**src/design/mhc_pkg.sv**
```systemverilog
// ----------------------------------------------------------------------------
// mhc_pkg: shared types and constants of the MPC horizon cost block
// Item structs for both channels, register indexes, CORDIC and range
// reduction constants.
// ----------------------------------------------------------------------------
package mhc_pkg;

  // One horizon step as it arrives on the input channel.
  typedef struct packed {
    logic               is_first;
    logic               is_last;
    logic signed [31:0] init_x;
    logic signed [31:0] init_y;
    logic signed [31:0] init_heading;
    logic signed [31:0] ref_x;
    logic signed [31:0] ref_y;
    logic signed [31:0] ref_heading;
    logic signed [31:0] u_forward;
    logic signed [31:0] u_lateral;
    logic signed [31:0] u_yaw;
  } in_item_t;

  // The cost result of one horizon.
  typedef struct packed {
    logic signed [63:0] horizon_cost;
    logic               cost_saturated;
  } out_item_t;

  // Configuration register indexes.
  localparam int unsigned CFG_INDEX_W = 3;
  localparam logic [CFG_INDEX_W-1:0] CFG_WEIGHT_XX = 3'd0;
  localparam logic [CFG_INDEX_W-1:0] CFG_WEIGHT_YY = 3'd1;
  localparam logic [CFG_INDEX_W-1:0] CFG_WEIGHT_TT = 3'd2;
  localparam logic [CFG_INDEX_W-1:0] CFG_WEIGHT_XY = 3'd3;
  localparam logic [CFG_INDEX_W-1:0] CFG_WEIGHT_XT = 3'd4;
  localparam logic [CFG_INDEX_W-1:0] CFG_WEIGHT_YT = 3'd5;
  localparam logic [CFG_INDEX_W-1:0] CFG_STEP_TIME = 3'd6;

  // Register reset values.
  localparam logic [31:0] WEIGHT_DIAG_RESET = 32'd655360;
  localparam logic [31:0] WEIGHT_CROSS_RESET = 32'd0;
  localparam logic [31:0] STEP_TIME_RESET = 32'd8589935;

  // Angle constants in Q2.30.
  localparam logic [31:0] HALF_PI_Q30 = 32'd1686629713;
  localparam logic [31:0] QUARTER_PI_Q30 = 32'd843314856;
  localparam logic [31:0] CORDIC_GAIN_Q30 = 32'd652032874;
  localparam int unsigned CORDIC_ITERS = 24;

  // Quadrant search: the scaled heading is offset by 128 quarter turns plus
  // an eighth turn so that the quotient is a positive 8-bit number.
  localparam int unsigned QUAD_BITS = 8;
  localparam logic [39:0] REDUCE_BIAS = 40'd216731918120;

  // Arctangent of 2^-i in Q2.30.
  function automatic logic [31:0] atan_q30(input logic [4:0] i);
    logic [31:0] a;
    case (i)
      5'd0: a = 32'd843314856;
      5'd1: a = 32'd497837829;
      5'd2: a = 32'd263043836;
      5'd3: a = 32'd133525158;
      5'd4: a = 32'd67021686;
      5'd5: a = 32'd33543515;
      5'd6: a = 32'd16775850;
      5'd7: a = 32'd8388437;
      5'd8: a = 32'd4194282;
      5'd9: a = 32'd2097149;
      5'd10: a = 32'd1048575;
      5'd11: a = 32'd524287;
      5'd12: a = 32'd262143;
      5'd13: a = 32'd131071;
      5'd14: a = 32'd65535;
      5'd15: a = 32'd32767;
      5'd16: a = 32'd16383;
      5'd17: a = 32'd8191;
      5'd18: a = 32'd4095;
      5'd19: a = 32'd2047;
      5'd20: a = 32'd1023;
      5'd21: a = 32'd511;
      5'd22: a = 32'd255;
      5'd23: a = 32'd127;
      default: a = 32'd0;
    endcase
    return a;
  endfunction

endpackage

```
**src/design/mhc_cordic.sv**
```systemverilog
// ----------------------------------------------------------------------------
// mhc_cordic: iterative sine and cosine of a Q8.24 heading
// Reduces the heading by the nearest multiple of pi/2 with a reciprocal
// quotient estimate and one correction step, then runs rotation-mode CORDIC
// one iteration per cycle.
// ----------------------------------------------------------------------------
module mhc_cordic (
  input  logic               clk,
  input  logic               rst,
  input  logic               start,
  input  logic signed [31:0] heading,
  output logic               done,
  output logic signed [32:0] cos_val,
  output logic signed [32:0] sin_val
);

  localparam logic [1:0] PH_IDLE = 2'd0;
  localparam logic [1:0] PH_DIV  = 2'd1;
  localparam logic [1:0] PH_ROT  = 2'd2;
  localparam logic [1:0] PH_DONE = 2'd3;

  // Reciprocal of pi/2 for the top 15 bits of the biased angle: 2^10 / (pi/2).
  localparam logic [9:0] HALF_PI_RECIP = 10'd651;

  logic [1:0]         phase;
  logic [4:0]         cnt;
  logic [39:0]        rem;
  logic [23:0]        quo_prod;
  logic [mhc_pkg::QUAD_BITS-1:0] quo_est;
  logic [39:0]        rem_sub;
  logic               rem_over;
  logic [39:0]        rem_fix;
  logic [mhc_pkg::QUAD_BITS-1:0] quo;
  logic signed [33:0] x;
  logic signed [33:0] y;
  logic signed [33:0] z;
  logic signed [33:0] dx;
  logic signed [33:0] dy;
  logic signed [33:0] ang;

  // Quotient estimate from the top bits of the biased angle. The estimate is
  // never above the true quotient and at most one below it, so a single
  // compare and subtract finishes the reduction.
  always_comb begin
    quo_prod = 24'(rem[38:24]) * 24'(HALF_PI_RECIP);
    quo_est  = quo_prod[23:16];
    rem_sub  = rem - 40'(quo) * 40'(mhc_pkg::HALF_PI_Q30);
    rem_over = rem >= 40'(mhc_pkg::HALF_PI_Q30);
    rem_fix  = rem_over ? (rem - 40'(mhc_pkg::HALF_PI_Q30)) : rem;
  end

  // Shift-and-add terms of one CORDIC iteration; shifts floor.
  always_comb begin
    dx  = y >>> cnt;
    dy  = x >>> cnt;
    ang = $signed({2'b00, mhc_pkg::atan_q30(cnt)});
  end

  // Sequencer: three reduction steps, then rotation iterations.
  always_ff @(posedge clk) begin
    if (rst) begin
      phase <= PH_IDLE;
      cnt   <= '0;
    end else if (start) begin
      phase <= PH_DIV;
      cnt   <= 5'd2;
      rem   <= {{2{heading[31]}}, heading, 6'd0} + mhc_pkg::REDUCE_BIAS;
      quo   <= '0;
    end else begin
      case (phase)
        PH_DIV: begin
          if (cnt == 5'd2) begin
            quo <= quo_est;
            cnt <= 5'd1;
          end else if (cnt == 5'd1) begin
            rem <= rem_sub;
            cnt <= 5'd0;
          end else begin
            quo   <= quo + {{(mhc_pkg::QUAD_BITS-1){1'b0}}, rem_over};
            phase <= PH_ROT;
            z     <= $signed({2'b00, rem_fix[31:0]}) -
                     $signed({2'b00, mhc_pkg::QUARTER_PI_Q30});
            x     <= $signed({2'b00, mhc_pkg::CORDIC_GAIN_Q30});
            y     <= '0;
          end
        end
        PH_ROT: begin
          if (z >= 0) begin
            x <= x - dx;
            y <= y + dy;
            z <= z - ang;
          end else begin
            x <= x + dx;
            y <= y - dy;
            z <= z + ang;
          end
          if (cnt == 5'(mhc_pkg::CORDIC_ITERS - 1)) begin
            phase <= PH_DONE;
          end else begin
            cnt <= cnt + 5'd1;
          end
        end
        default: begin
        end
      endcase
    end
  end

  assign done = (phase == PH_DONE);

  // Quadrant restore by swapping and negating.
  always_comb begin
    case (quo[1:0])
      2'd0: begin
        cos_val = 33'(x);
        sin_val = 33'(y);
      end
      2'd1: begin
        cos_val = 33'(-y);
        sin_val = 33'(x);
      end
      2'd2: begin
        cos_val = 33'(-x);
        sin_val = 33'(-y);
      end
      default: begin
        cos_val = 33'(y);
        sin_val = 33'(-x);
      end
    endcase
  end

endmodule

```
**config.mk**
```make
export PLATFORM = sky130hd
export DESIGN_NAME = mhc_cordic
export DESIGN_NICKNAME = d
export VERILOG_FILES = /design/src/design/mhc_pkg.sv /design/src/design/mhc_cordic.sv
export SDC_FILE = /design/constraint.sdc
export NUM_CORES = 1
export LEC_CHECK = 0
export BUFFER_PORTS_ARGS = -buffer_cell sky130_fd_sc_hd__buf_2
export CAP_MARGIN = 40
export CORE_UTILIZATION = 55
export DETAILED_ROUTE_END_ITERATION = 8
export GPL_TIMING_DRIVEN = 0
export HOLD_SLACK_MARGIN = 0.02
export PLACE_DENSITY = 0.72
export SYNTH_ARGS = -nofsm -noshare
export SYNTH_HDL_FRONTEND = slang
export SYNTH_SLANG_ARGS = --single-unit
```
**constraint.sdc**
```tcl
create_clock -name clk -period 15.45 [get_ports clk]
set_clock_uncertainty 0.2 [all_clocks]
set_input_delay 1.545 -clock clk [delete_from_list [all_inputs] [get_ports clk]]
set_output_delay 1.545 -clock clk [all_outputs]
set_load 0.005 [all_outputs]
```
# After elaboration in Yosys (flattened, before gate mapping)
# Memory sizes are Yosys's and may differ from the RTL's.
# Cells that the tools add are included.
# totals
reg_bits	157
romBits	960
inputBits	35
output_inout_bits	67
word_cells	97
mem_count	1
# classes
addsub	14
mul	2
order_cmp	2
eq_ne	20
n_shift	2
mux	32
bitwise_logic	2
n_reduce_logical	13
# memory_table
memory	depth	width	rd	rd_ports_with_merged_regs	wr	line_no	source
(no name shown)	32	30	1	0	0	mhc_pkg.sv:58	case (i)
# ops
op	n
two-way mux 34 bit	9
case mux 34 bit (2 select lines)	3
case mux 33 bit (3 select lines)	2
two-way mux 40 bit	4
adder 34 bit	2
>>> shifter 34 x 5 -> 34 bit	2
subtractor 34 bit	2
negation 33 bit	2
adder 38 x 39 -> 40 bit, second input constant	1
>= comparator 40 x 31 -> 1 bit, second input constant	1
subtractor 40 x 39 -> 40 bit	1
multiplier 8 x 31 -> 39 bit, second input constant	1
adder 34 x 33 -> 34 bit	1
>= comparator 34 x 1 -> 1 bit, second input constant	1
subtractor 34 x 33 -> 34 bit	1
subtractor 32 x 30 -> 33 bit, second input constant	1
two-way mux 32 bit	1
subtractor 32 x 31 -> 32 bit, second input constant	1
multiplier 15 x 10 -> 24 bit, second input constant	1
two-way mux 8 bit	3
inequality test 3 bit, second input constant	6
two-way mux 5 bit	3
AND reduction 4 bit	3
inequality test 2 bit, second input constant	5
other kinds (19)	30

# Logic depth before layout (Yosys ltp)
# logic_depth
depth_word	6
ltp_mapped	30

# Worst setup path after synthesis
# Ideal clock, no wire load.
# synth_path
path_type	register to register
start	register cnt[0]
end	register x[0], enable pin
setup_ns	0.714
arrival_time_ns	9.732
path_slack_ns	4.804
stages_incl_launch_ff	11
path_cell_list	dfxtp_1 buf_6 buf_8 buf_6 buf_2 clkbuf_1 inv_1 ha_1 nor2_1 nor2_1 a211oi_1
# synth_between
elab_chain_cells	3
# synth_rtl
element	line_no	source
start: declaration	mhc_cordic.sv:26	logic [4:0] cnt;
start signal: assignment	mhc_cordic.sv:100	cnt <= cnt + 5'd1;
equality test 5 x 1 -> 1 bit / equality test 5 x 2 -> 1 bit (equally long branches)	mhc_cordic.sv:75, mhc_cordic.sv:72	
inequality test 2 bit (no source line)	-	
AND reduction 5 bit (no source line) *	-	
end signal: assignment	mhc_cordic.sv:83	x <= $signed({2'b00, mhc_pkg::CORDIC_GAIN_Q30});
end signal: assignment	mhc_cordic.sv:89	x <= x - dx;
end signal: assignment	mhc_cordic.sv:93	x <= x + dx;
end: declaration	mhc_cordic.sv:34	logic signed [33:0] x;
# Mark *: on every way between the ends. The rest lies on a longest branch, timed or not.
# A chain may end at the register's enable or synchronous reset.

# Final worst setup path
# layout_path
start	register cnt[4]
end	register x[30], data pin
# layout_between
elab_chain_cells	4
# layout_rtl
element	line_no	source
>>> shifter 34 x 5 -> 34 bit *	mhc_cordic.sv:54	dx = y >>> cnt;
adder 34 bit / subtractor 34 bit (equally long branches)	mhc_cordic.sv:93, mhc_cordic.sv:89	
two-way mux 34 bit *	mhc_cordic.sv:88	if (z >= 0) begin
case mux 34 bit (2 select lines) *	mhc_cordic.sv:70	case (phase)
# Marks and branches as above.

==> impl_metrics.py <==
metrics = {
    "status": {
        "outcome": "complete, but fails checks",
        "violations": "DRC",
    },
    "floorplan": {
        "die_w_um": 235,
        "fp.coreArea_mm2": 0.0538,
        "io_pins": 102,
        "die_h_um": 235,
        "row_count": 85,
        "initial_core_util": 0.557,
        "die_area_mm2": 0.0554,
    },
    "routing": {
        "drtIter0Drc": 3378,
        "wl_per_cell_um": 23.5,
        "num_vias": 29200,
        "firstDrtPassIters": 9,
        "antenna_left": 0,
        "drc_errors": 6,
        "routed_wl_mm": 106,
        "viasPerCell": 6.50,
    },
    "yosys": {
        "async_flop_share": 0,
        "synth_fp_nets": 4111,
        "mappedNetlistArea_mm2": 0.0300,
        "syn_inst": 3641,
        "ys_ff_latch": 157,
        "yosysSeqAreaShare": 0.155,
        "synth_edf_count": 150,
        "synth_ff_type": "edfxtp_1",
        "ys_types": 91,
        "syn_avg_cell_area_um2": 8.23,
        "ys_warn_count": 0,
    },
    "final_layout": {
        "nFillCells": 4951,
        "synthToLayoutAreaGrowth_pct": 7.35,
        "fin_nets": 4248,
        "fin_cells": 4487,
        "final_layout_size_suffix_gt1_frac": 0.0897,
        "antenna_cells": 0,
        "multi_input_area_mm2": 0.0232,
        "seqCellArea_mm2": 0.00464,
        "design_area_mm2": 0.0322,
    },
    "clock_network": {
        "cts_tree": "done",
        "path_clk_slew_ns": 0.07,
        "clockBufferDepth": 2,
        "clkSinkCount": 157,
        "root_buffer": "clkbuf_16",
        "post_cts_buffers": 0,
        "clk_latency_ns": 0.52,
        "post_cts_resized": 0,
        "ctsHoldBuffers": 0,
        "cts_buffers": 17,
        "htreeDepth": 4,
    },
    "timing": {
        "maxSlewHeadroom": 0.368,
        "hold_viol": 0,
        "fmax_ghz": 0.104,
        "fin_crit_ns": 9.62,
        "finalSetupViolCount": 0,
        "layout_setup_ws_ns": 5.83,
        "grt_setup_unrepaired": "no",
        "drv_slew": 0,
        "period_share": 0.623,
        "worst_pin_slew_ns": 0.948,
    },
    "grt": {
        "grt_pass1_wl_mm": 162,
        "antenna_found_initial": 1,
        "grt_pass1_vias": 28200,
        "track_usage": 0.379,
        "grt_max_degree": 26,
        "gr-total-overflow": 0,
    },
    "worst_setup_path": {
        "worst_ep_required_time_ns": 15.48,
        "start_kind": "register",
        "crit_slowest_cell": "clkbuf_1",
        "crit_path_frequent_cell": "clkbuf_1",
        "cp-end-kind": "register",
        "worst-path-max-fanout": 10,
        "path_class": "reg2reg",
        "critPathArrivalTime_ns": 9.65,
        "reg2regPathDepth": 28,
        "cp_slowest_stage_delay_ns": 0.69,
    },
    "place": {
        "dp_cells": 4454,
        "gp_congestion": 1.15,
        "preCtsSetupSlack_ns": 6.22,
        "port_buffers": 101,
        "dpl.hpwl_mm": 84.4,
        "place_area_mm2": 0.0316,
    },
    "hold_path": {
        "min_path_cells": 2,
        "hp-class": "reg2reg",
    },
    "job": {
        "drv_cap": 0,
    },
}
path summary, 6_finish.rpt:
kind	startpoint	end	slack, ns
setup / recovery	cnt[4]	x[30]	5.83
hold reg to reg	phase[1]	phase[1]	0.32
hold / removal	phase[1]	phase[1]	0.32
setup reg to reg	cnt[4]	x[30]	5.83
kinds of logic (layout without fill, tap and decap cells):
logic type                 count (synthesis)  count (layout)  share of synthesized area
adders and majority gates                435             435                      0.208
DFF                                      157             157                      0.155
muxes                                    182             182                      0.100
buffers and inverters                    568             718                     0.0732
xor gates and xnor gates                 337             337                     0.0985
and+or+nand+nor                         1001            1001                      0.157
AOI/OAI and AO/OA                        961             961                      0.207
cell type report:
cell class                 count  area share
sequential                   157       0.144
buffer                       206      0.0259
multi-input combinational   2916       0.720
inverter                     362      0.0422
clock buffer                  17      0.0132
timing repair buffer         118      0.0228
clock inverter                15     0.00478
tap                          696      0.0271
registers in the layout, indices dropped and copies added (netlist names):
signal,count
rem,40
x,34
y,34
z,34
quo,8
cnt,5
phase,2
stage by stage:
stage / utilization / hold slack [ns] / setup TNS (ns)
2_1_floorplan: - / 0.270 / 0
3_3_place_gp: 0.582 / 0.294 / -74.50
3_5_place_dp: 0.587 / 0.304 / 0
4_1_cts: 0.598 / 0.314 / 0
5_1_grt: 0.598 / 0.325 / 0
6_report: 0.598 / 0.317 / 0
cells in the mapped netlist, types with 16 or more instances:
library cell,count,share of area
nand4_1,16,0.0033
a211oi_1,39,0.0098
clkbuf_1,150,0.019
a21oi_1,257,0.043
xnor2_1,212,0.062
mux2i_1,59,0.020
or2_2,19,0.0040
buf_1,35,0.0044
a31oi_1,36,0.0075
nor2_1,304,0.038
xor2_1,125,0.037
or4_1,16,0.0040
nor2b_1,23,0.0048
nor3_1,86,0.014
mux4_2,92,0.069
nand3_1,49,0.0082
o22ai_1,16,0.0033
nor4_1,21,0.0044
a222oi_1,28,0.0094
o31ai_1,30,0.0075
a21o_1,84,0.021
o21ai_0,223,0.037
o211ai_1,23,0.0058
buf_2,16,0.0027
or3_1,25,0.0052
o21a_1,34,0.0085
and2_1,29,0.0061
ha_1,329,0.14
mux2_2,31,0.012
fa_1,106,0.071
nand2b_1,48,0.010
edfxtp_1,150,0.15
a221oi_1,20,0.0058
o21bai_1,33,0.0083
and3_1,25,0.0052
inv_1,355,0.044
nand2_1,299,0.037
metal layers:
metal,GRT usage,vias up,wire [um],part of all wire
met2,0.612,1714,47700,0.45
li1,-,13400,-,-
met1,0.455,13700,40100,0.38
met4,0.269,0,8540,0.081
met5,0,-,0,0
met3,0.0734,444,9220,0.087
cells in the final DEF, fill, tap and decap left out, drive strengths merged, types with 13 or more instances in the layout:
master / instances
or4: 19
o21ai: 233
a21boi: 13
o22ai: 17
a31oi: 36
clkbuf: 167
nand4: 16
mux2: 31
nor4: 22
mux4: 92
edfxtp: 150
and2: 29
a21o: 84
buf: 174
a222oi: 28
or2: 20
a21oi: 257
and3: 25
or3: 25
nand2b: 48
inv: 365
nor3: 86
xor2: 125
xnor2: 212
a221oi: 20
nor2: 304
ha: 329
o31ai: 30
nor2b: 23
o21a: 34
fa: 106
nand2: 300
nand3: 49
mux2i: 59
a211oi: 39
o21bai: 33
o211ai: 23
critical path: cells and delay by family (launching register included):
kind / cells / cell delay (ns)
compound gates: 7 / 1.58
xor+xnor: 2 / 0.46
fa+ha+maj: 2 / 0.66
buf+inv: 8 / 3.76
flops: 1 / 0.31
simple gates: 9 / 2.37
Power is left out: the tool's default activity adds up to more than one toggle a clock period on the data nets, which glitch-free logic cannot reach.
